<file path="config.mk">
export PLATFORM = sky130hd
export DESIGN_NAME = lbc_cell
export DESIGN_NICKNAME = d
export VERILOG_FILES = /design/src/hdl/lru_block_cache_core_macros.svh /design/src/hdl/lbc_pkg.sv /design/src/hdl/lbc_cell.sv
export SDC_FILE = /design/constraint.sdc
export NUM_CORES = 1
export LEC_CHECK = 0
export ABC_AREA = 1
export ABC_CLOCK_PERIOD_IN_PS = 2700
export BUFFER_PORTS_ARGS = -buffer_cell sky130_fd_sc_hd__buf_2
export CAP_MARGIN = 10
export CELL_PAD_IN_SITES_DETAIL_PLACEMENT = 1
export CELL_PAD_IN_SITES_GLOBAL_PLACEMENT = 2
export CORE_MARGIN = 5
export CORE_UTILIZATION = 28
export DETAILED_ROUTE_END_ITERATION = 6
export PLACE_DENSITY = 0.86
export SYNTH_ARGS = -nofsm -noshare
export SYNTH_HDL_FRONTEND = slang
export SYNTH_SLANG_ARGS = --single-unit
</file>
<file path="constraint.sdc">
create_clock -name clk -period 2.7 [get_ports clk]
set_clock_uncertainty 0.2 [all_clocks]
set_input_delay 0.81 -clock clk [delete_from_list [all_inputs] [get_ports clk]]
set_output_delay 0.81 -clock clk [all_outputs]
set_load 0.01 [all_outputs]
</file>
<file path="src/hdl/lru_block_cache_core_macros.svh">
// Assertion macros shared by the block cache RTL.
`ifndef LRU_BLOCK_CACHE_CORE_MACROS_SVH
`define LRU_BLOCK_CACHE_CORE_MACROS_SVH
`ifndef ASSERT_OFF
`define LBC_ASSERT(lbl, cond) \
	lbl: assert property (@(posedge clk) disable iff (!arst_n) (cond)) \
		else $error("lbc assertion failed");
`define LBC_ASSERT_IMP(lbl, ante, cons) \
	lbl: assert property (@(posedge clk) disable iff (!arst_n) (ante) |-> (cons)) \
		else $error("lbc assertion failed");
`else
`define LBC_ASSERT(lbl, cond)
`define LBC_ASSERT_IMP(lbl, ante, cons)
`endif
`endif

</file>
<file path="src/hdl/lbc_pkg.sv">
// Shared types and constants of the block cache.
package lbc_pkg;
	localparam int MAX_ENTRIES     = 64;
	localparam int WORDS_PER_BLOCK = 32;
	localparam int SLOT_W          = $clog2(MAX_ENTRIES);
	localparam int CNT_W           = SLOT_W + 1;
	localparam int WORD_W          = $clog2(WORDS_PER_BLOCK);
	localparam int WI_W            = WORD_W + 1;
	localparam int ADDR_W          = SLOT_W + WORD_W;
	localparam int DISK_LIMIT      = 16;
	localparam int BLOCK_LIMIT     = 256;
	localparam int MIN_ENTRIES     = 2;

	localparam logic [1:0] OP_LOOKUP = 2'd0;
	localparam logic [1:0] OP_INSERT = 2'd1;
	localparam logic [1:0] OP_UPDATE = 2'd2;
	localparam logic [1:0] OP_FLUSH  = 2'd3;

	localparam logic [1:0] STAT_OK   = 2'd0;
	localparam logic [1:0] STAT_MISS = 2'd1;
	localparam logic [1:0] STAT_REJ  = 2'd2;

	localparam logic [1:0] PEND_NONE = 2'd0;
	localparam logic [1:0] PEND_OPEN = 2'd1;
	localparam logic [1:0] PEND_REJ  = 2'd2;

	typedef enum logic [2:0] {
		ST_IDLE, ST_DECODE, ST_SCAN, ST_RD, ST_WT, ST_RESP
	} state_t;

	// search token handed from cell to cell
	typedef struct packed {
		logic              live;
		logic [4:0]        disk;
		logic [8:0]        blk;
		logic              hit;
		logic [SLOT_W-1:0] hit_idx;
		logic              free;
		logic [SLOT_W-1:0] free_idx;
		logic              min_ok;
		logic [31:0]       min_stamp;
		logic [SLOT_W-1:0] min_idx;
	} sweep_t;

	// broadcast write to the slot cells
	typedef struct packed {
		logic              flush;
		logic              en;
		logic [SLOT_W-1:0] idx;
		logic              tag;
		logic [4:0]        disk;
		logic [8:0]        blk;
		logic              stamp_en;
		logic [31:0]       stamp;
	} slot_wr_t;
endpackage

</file>
<file path="src/hdl/lbc_cell.sv">
// One cache slot: tag, valid and stamp, plus one stage of the search chain.
module lbc_cell import lbc_pkg::*; (
	input  logic              clk,
	input  logic              arst_n,
	input  logic [SLOT_W-1:0] cell_idx,
	input  logic              active,
	input  slot_wr_t          wr,
	input  sweep_t            sw_in,
	output sweep_t            sw_out
);
	logic        valid_q;
	logic [4:0]  disk_q;
	logic [8:0]  blk_q;
	logic [31:0] stamp_q;
	sweep_t      nxt;

	always_comb begin
		nxt = sw_in;
		if (active && sw_in.live) begin
			if (valid_q && !sw_in.hit && disk_q == sw_in.disk && blk_q == sw_in.blk) begin
				nxt.hit     = 1'b1;
				nxt.hit_idx = cell_idx;
			end
			if (!valid_q && !sw_in.free) begin
				nxt.free     = 1'b1;
				nxt.free_idx = cell_idx;
			end
			// strict compare keeps the lowest slot on ties
			if (!sw_in.min_ok || stamp_q < sw_in.min_stamp) begin
				nxt.min_ok    = 1'b1;
				nxt.min_stamp = stamp_q;
				nxt.min_idx   = cell_idx;
			end
		end
	end

	always_ff @(posedge clk or negedge arst_n) begin
		if (!arst_n) begin
			valid_q <= 1'b0;
			disk_q  <= '0;
			blk_q   <= '0;
			stamp_q <= '0;
		end else if (wr.flush) begin
			valid_q <= 1'b0;
			disk_q  <= '0;
			blk_q   <= '0;
			stamp_q <= '0;
		end else if (wr.en && wr.idx == cell_idx) begin
			if (wr.tag) begin
				valid_q <= 1'b1;
				disk_q  <= wr.disk;
				blk_q   <= wr.blk;
			end
			if (wr.stamp_en) stamp_q <= wr.stamp;
		end
	end

	always_ff @(posedge clk or negedge arst_n) begin
		if (!arst_n) begin
			sw_out <= '0;
		end else begin
			sw_out <= nxt;
		end
	end
endmodule

</file>
* Yosys cells after proc, flatten, opt, wreduce, memory -nomap -nowiden
Cells that the tools add are included.
Storage, ports and cells: register bits after elaboration 115, input bits 133, output and inout port bits 68, word-level logic and storage cells 50
Cells by class: order comparisons 1, equal/unequal tests 3, multiplexer cells 16, reductions and logical operators 16
Operator list (count):
- two-way mux 32 bit | 3
- two-way mux 53 bit | 1
- two-way mux 39 bit | 1
- less-than comparator 32 bit | 1
- two-way mux 9 bit | 3
- two-way mux 5 bit | 3
- two-way mux 7 bit | 2
- equality test 9 bit | 1
- equality test 6 bit | 1
- logical AND 1 bit | 6
- nonzero test 2 bit | 3
- equality test 5 bit | 1
- logical NOT 1 bit | 4
- AND reduction 2 bit | 2
- two-way mux 1 bit | 3
- logical OR 1 bit | 1

* Longest topological paths before layout
Gate-level depths: netlist (run 1).
depth in word-level cells 6, gate-level depth with buffers 18, gate-level depth less buffers 16

* Worst setup path after synthesis (run 1)
No wires, ideal clock.
kind input to register, from input sw_in[11] (netlist bit), to register sw_out[18] (netlist bit), library setup time 117 ps, arrival time 2126 ps, data required time 2383 ps, slack 257 ps, stages on the path 16, buffers on the path 2, path through inv_1 > ha_1 > a21oi_1 > nor2_1 > nor3_1 > nand2_1 > nand2_1 > nand2_1 > nand2_1 > nand2_1 > nand2_1 > nand2_1 > buf_6 > buf_6 > nand2_1 > nand2_1
RTL lines:
- start: declaration | RTL line lbc_cell.sv:8 | input sweep_t sw_in,
- end signal: assignment | RTL line lbc_cell.sv:62 | sw_out <= nxt;
- end: declaration | RTL line lbc_cell.sv:9 | output sweep_t sw_out

==> results of run 1 <==
[stage by stage]
stage	cell area, um2	std cells	total power, mW	setup WS [ns]	hold WS (ns)
2_1_floorplan	5460	609	2.04	0.257	0.258
3_3_place_gp	6850	1068	2.32	-0.139	0.292
3_5_place_dp	6850	1068	2.33	-0.217	0.295
4_1_cts	7460	1100	4.69	0.223	0.302
5_1_grt	7460	1100	4.83	0.0938	0.300
6_report	7460	1100	4.62	0.235	0.288
[sequential cells by signal, summed over array words and instances, names as in the netlist]
| register | flops |
|---|---|
| valid_q | 1 |
| sw_out | 68 |
| stamp_q | 32 |
| disk_q | 5 |
| blk_q | 9 |
[kinds of logic after synthesis]
kind of cell	Yosys count	share of synthesized area, %
DFF	115	52.8
AOI/OAI and AO/OA	74	7.64
buffers and inverters	120	9.22
and+or+nand+nor	254	20.6
adders and majority gates	31	7.11
xor gates and xnor gates	10	1.61
muxes	5	1.03
[critical path: stages]
cell and delay (ns):
buf_2 0.09, inv_1 0.04, ha_1 0.29, a21oi_1 0.15, o21ai_0 0.12, nand2_1 0.08, nand3_1 0.11, a21oi_1 0.21
nand2_1 0.08, nand2_1 0.09, nand2_1 0.15, buf_12 0.20, nand2_1 0.06, nand2_1 0.06
[synthesized netlist by cell type]
library cell / count
or2_2: 3
inv_2: 1
or2_1: 1
inv_1: 95
clkbuf_2: 1
clkbuf_1: 4
buf_6: 4
o21ai_2: 8
o21ai_0: 22
nand2_1: 130
buf_2: 8
nor4_2: 1
o21ai_1: 23
o22ai_1: 2
dfrtp_1: 115
nor3_1: 2
mux2_2: 5
nand3_1: 98
o211ai_1: 1
buf_1: 4
nor2_1: 10
nor3b_2: 1
buf_4: 3
nor2_2: 1
xnor2_1: 9
ha_1: 31
nand4_1: 4
xor2_1: 1
o2111ai_1: 1
a221oi_1: 2
nand2_2: 3
a21oi_1: 15
[power groups by stage]
stage | Sequential [mW] | Clock (mW) | Combinational [mW]
2_1_floorplan | 1.88 | 0 | 0.157
4_1_cts | 1.82 | 2.39 | 0.480
3_3_place_gp | 1.85 | 0 | 0.468
6_report | 1.82 | 2.34 | 0.466
3_5_place_dp | 1.85 | 0 | 0.477
5_1_grt | 1.82 | 2.48 | 0.529
[layout make-up]
cell class	instances	area, um2	area share, %
flip-flops and latches	115	2880	38.6
multi-input cells	374	2080	27.9
repair buffers	218	1200	16.1
clock buffers	19	453	6.07
inverters	96	360	4.83
well taps	265	332	4.44
clock inverters	13	159	2.13
[per-layer routing]
| metal | vias up | part of all wire, % | GRT usage (%) | wire [um] |
|---|---|---|---|---|
| li1 | 2388 | - | - | - |
| met1 | 2335 | 44 | 21.2 | 7950 |
| met2 | 126 | 49 | 27.6 | 8840 |
| met3 | 15 | 5.0 | 4.12 | 886 |
| met4 | 0 | 1.2 | 4.85 | 212 |
| met5 | - | 0 | 0 | 0 |
[how the worst max path moves through the flow]
stage,start,to,slack (ns),cells past startpoint
after floorplan,sw_in[11],sw_out[18]$_DFF_PN0_,0.26,16
final,sw_in[25],sw_out[37]$_DFF_PN0_,0.24,14
after detailed placement,sw_in[25],sw_out[37]$_DFF_PN0_,-0.22,14
after CTS,sw_in[25],sw_out[37]$_DFF_PN0_,0.22,14
after global placement,sw_in[25],sw_out[24]$_DFF_PN0_,-0.14,14
after global routing,sw_in[21],sw_out[37]$_DFF_PN0_,0.09,16
==> impl_results.md, run 1 <==
* # IOs at between 200 and 250
* Core Box Area at between 0.015 and 0.02 mm2
* Avg Inst Size Synth at between 8 and 9 um2
* Cell internal pwr at 3.48 mW
* Sw Pwr at between 1 and 1.5 mW
* DR pass1 iterations at 4
* Crit path max fanout at 21
* Largest net degree at the start of global routing at roughly 120
* Worst R2R Path Depth at 12
* Routability Congestion at ~0.77
* Share of layout cells above drive strength 1 at between 30% and 40%
* Initial Util at between 20% and 30%
* TritonCTS clock tree: built
* Measured slew at the worst slew-check pin at about 0.64 ns
* Setup Fix Bufs, Post-CTS at 0
* Share of power burned in registers at 39.3%
* Synth top area share at 52.8%
* Fill cells at 2345
* Worst skew pair latency at ~0.42 ns
* Initial antenna violation count at 0
* Commonest non-fill, non-tap cell in the layout: buf_2
* Combinational share of power at 10.1%
* Sw Ratio at about a quarter
* Reg-to-Reg Start: stamp_q[19]$_DFFE_PN0P_
* Syn. warnings at 0
* Nets at ~990
* CTS root buf: clkbuf_16
* Normalized max-slew margin at between 50% and 60%
* Setup crit start kind: input pin
* Final max-slew violation count at 0
* Number of remaining DRC errors at 0
* Setup TNS at 0 ns
* Status: complete, no violations
* Post-synth net total at just under 800
* P&R area growth vs syn at 36.8%
* Post_cts resized at 0
* Post-Route WL at ~18 mm
* Setup violations, final at 0
* Top cells by area, synth: dfrtp_1 53%, nand3_1 9.0%, nand2_1 8.9%
* Hold Crit Class: input pin to async pin
* Clock power share at 50.6%
* Synth Cell Area at around 0.0055 mm2
* Antenna-violating nets left at 0
* Hold Violations, Final at 0
* H-tree levels at 4
* Leakage at about 4.2 nW
* Drt initial violations at roughly 130
* HPWL after DPL at between 10 and 15 mm
* Synthesis-stage register bit count at about 120
* WL per Instance at approximately 16 um
* Clk sinks at about 120
* DIE WIDTH at 150 um
* ANT cells at 0
* Vias after detailed routing at about 4900
* Vias/cell at around 4.4
* Reg clk slew, reported paths at roughly 0.060 ns
* Vias in the first global route at between 5000 and 6000
* Die ar. at between 0.02 and 0.025 mm2
* PD cells at between 600 and 700 mW/mm2
* Min cycle time layout at 2.46 ns
* Most frequent cells in the layout: 199 x buf_2, 130 x nand2_1, 115 x dfrtp_1
* Die Y at 150 um
* Clock tree buffer depth at 2
* Max Clock Freq at 406 MHz
* Gate Count Post-Synth at 609
* Synth area leader: dfrtp_1
* Total GRT Usage at 16.5%
* First-pass GRT wire length at ~28 mm
* Hold-fix buffers, CTS at 0
* Port Buffers at 200
* Critical Path AT at 2.56 ns
* Core Util, Final at between 30% and 40%
* FP Rows at about 50
* CP required at approximately 2.8 ns
* Type of the worst setup path: input pin to register
* Reg2Reg Setup Slack at between 0.3 and 0.4 ns
* Total of max-cap violations at 0
* Setup crit end kind: register
* Maximum vdd drop at around 0.00043 V
* Fin crit share at 91.3%
* Sequential fraction of the synthesis area at around 53%
* Post-synth cell types at 32
* Reg-to-reg endpoint: sw_out[37]$_DFF_PN0_
* Total grt overflow at 0
* TritonCTS Buffers at 17
* RSZ-0062 raised after global routing: no
(Power assumes the default switching activity.)
==> run 2: changes to the inputs <==
Settings changed: ABC_CLOCK_PERIOD_IN_PS 2700 to 2300, BUFFER_PORTS_ARGS -buffer_cell sky130_fd_sc_hd__buf_2 to default, CORE_UTILIZATION 28 to 36, DONT_BUFFER_PORTS from default to 1.
Clock period 2.7 ns to 2.3 ns, I/O delays scaled along.
==> run 2 against run 1 <==
Effect of this change:
- the run now ends with negative hold slack left
- non-clock buffer count fell by 189
- sequential power is 20% higher
- die area is 21% lower
- combinational power shrank 37%
- via count down 10%
- clock power is 7% higher
- global-route usage increased by 1.8 points
- critical endpoint is now sw_out[21]$_DFF_PN0_
- highest routed layer unchanged
==> impl_results.md, run 2 (synthesis results as in run 1) <==
* Status: finished with violations
* Violations in the final reports: negative hold slack
* TritonCTS clock tree: built
* Normalized max-slew margin at 77.4%
* DIE WIDTH at approximately 130 um
* Hold Violations, Final at around 120
* Setup crit end kind: register
* CTS root buf: clkbuf_16
* Min cycle time layout at 2.20 ns
* Most frequent cells in the layout: 115 x dfrtp_1, 113 x nand2_1, 96 x nand3_1
* Initial Util at 36.3%
* Max Clock Freq at 455 MHz
* P&R area growth vs syn at 22.6%
* Die Y at 133 um
* WL per Instance at slightly above 20 um
* TritonCTS Buffers at 17
* Total of max-cap violations at 0
* Final Cell Area at 0.00669 mm2
* CP required at roughly 2.4 ns
* CP max stage delay at 0.41 ns
* Register Area at between 0.002 and 0.003 mm2
* Hold_ws at -0.221 ns
* Initial antenna violation count at 0
* ANT cells at 0
* Port Buffers at 0
* Die ar. at 0.0177 mm2
* Type of the worst setup path: register to register
* Clock tree buffer depth at 2
* Leakage at approximately 3.4 nW
* Largest register by flop count: sw_out
* Antenna-violating nets left at 0
* Biggest regs: sw_out: 68 flops, stamp_q: 32 flops, blk_q: 9 flops
* Max reg flops at 68
* PD cells at around 750 mW/mm2
* Final max-slew violation count at 0
* DR pass1 iterations at 4
* Hold Crit Class: input pin to async pin
* Total GRT Usage at approximately 18%
* Post-Route WL at about 17 mm
* Multi-input logic area at 0.00229 mm2
* Vias/cell at around 5.3
* Clk sinks at 115
* Number of remaining DRC errors at 0
* CP most frequent cell: nand2_2
* H-tree levels at 4
* First-pass GRT wire length at between 20 and 30 mm
* HPWL after DPL at 11.8 mm
* Pre-CTS setup slack at -0.311 ns
* Crit path max fanout at 6
* Buf+Inv Stages, Crit Path at 2
* Setup crit start kind: register
* Measured slew at the worst slew-check pin at 0.336 ns
* # IOs at between 200 and 250
* Core Box Area at around 0.015 mm2
* Core Util, Final at between 40 and 50%
* Power Total at ~5.0 mW
* Worst path cell trace: ha_1, nand2_1, inv_2, nand2_2, nand2_2, nand2_2, nand2_2, nand2_2, nand2_2, nand2_2, nand2_2, nand2_4, nand2_8, clkbuf_16, nand2_1, nand2_1
* FP Rows at 45
* Setup violations, final at 0
* Routability Congestion at between 0.7 and 0.8
* Worst setup margin at 0.101 ns
* Crit path max-delay family: simple AND/OR/NAND/NOR gates
* Fill cells at roughly 1700
* Total grt overflow at 0
* Worst skew pair latency at around 0.41 ns
* Commonest non-fill, non-tap cell in the layout: dfrtp_1
* Fin crit share at 95.6%
* CP max-delay cell: dfrtp_1
* Reg clk slew, reported paths at 0.05 ns
* Critical Path AT at between 2 and 2.5 ns
* Area after DPL at a little under 0.006 mm2
* Largest net degree at the start of global routing at roughly 120
* Nets at ~800
* Vias after detailed routing at 4375
* Maximum vdd drop at about 0.00047 V
* Vias in the first global route at roughly 4700
* Share of layout cells above drive strength 1 at about a fifth
* Drt initial violations at 195
-- run 2: metrics by stage --
step	cells	setup TNS, ns
floorplan	609	0
CTS	824	0
finish	833	0
global route	833	-0.561
global placement	793	-10.64
detailed placement	793	-10.37
-- run 2: cell type report --
class	count	area share [%]
sequential	115	43.0
multi-input combinational	374	34.2
clock buffer	20	6.68
timing repair buffer	29	5.48
inverter	96	5.39
tap	188	3.52
clock inverter	11	1.68
-- run 2: what timing repair did --
| item | in CTS | in global routing |
|---|---|---|
| gates resized for setup | 3 | 42 |
| setup buffers | 0 | 4 |
| cloned | 0 | 5 |
| pin swaps | 0 | 11 |
| hold endpoints to repair | 115 | 115 |
| setup endpoints to repair | 20 | 38 |
-- run 2: path summary, 6_finish.rpt --
kind / slack, ns / to / cells after the start / startpoint
min in group clk: 0.10 / sw_out[57]$_DFF_PN0_ / 0 / sw_in[57]
min reg2reg: 0.30 / sw_out[45]$_DFF_PN0_ / 1 / valid_q$_DFFE_PN0P_
max in group asynchronous: 1.95 / sw_out[33]$_DFF_PN0_ / 0 / arst_n
max reg2reg: 0.10 / sw_out[21]$_DFF_PN0_ / 16 / stamp_q[2]$_DFFE_PN0P_
min: -0.22 / sw_out[13]$_DFF_PN0_ / 0 / arst_n
max: 0.10 / sw_out[21]$_DFF_PN0_ / 16 / stamp_q[2]$_DFFE_PN0P_
-- run 2: metal layers --
layer  vias to the layer above  wire, um  global-route usage (%)
li1                       2017         -                       -
met1                      2171      6640                    20.6
met2                       156      8980                    32.7
met3                        31      1020                    5.40
met4                         0       400                    6.97
met5                         -         0                       0
-- run 2: where the power goes --
group | leakage, nW | switching, mW | internal, mW
registers | 1.46 | 0.0776 | 2.11
logic | 1.71 | 0.174 | 0.119
clock network | 0.271 | 0.914 | 1.60
total | 3.44 | 1.17 | 3.83
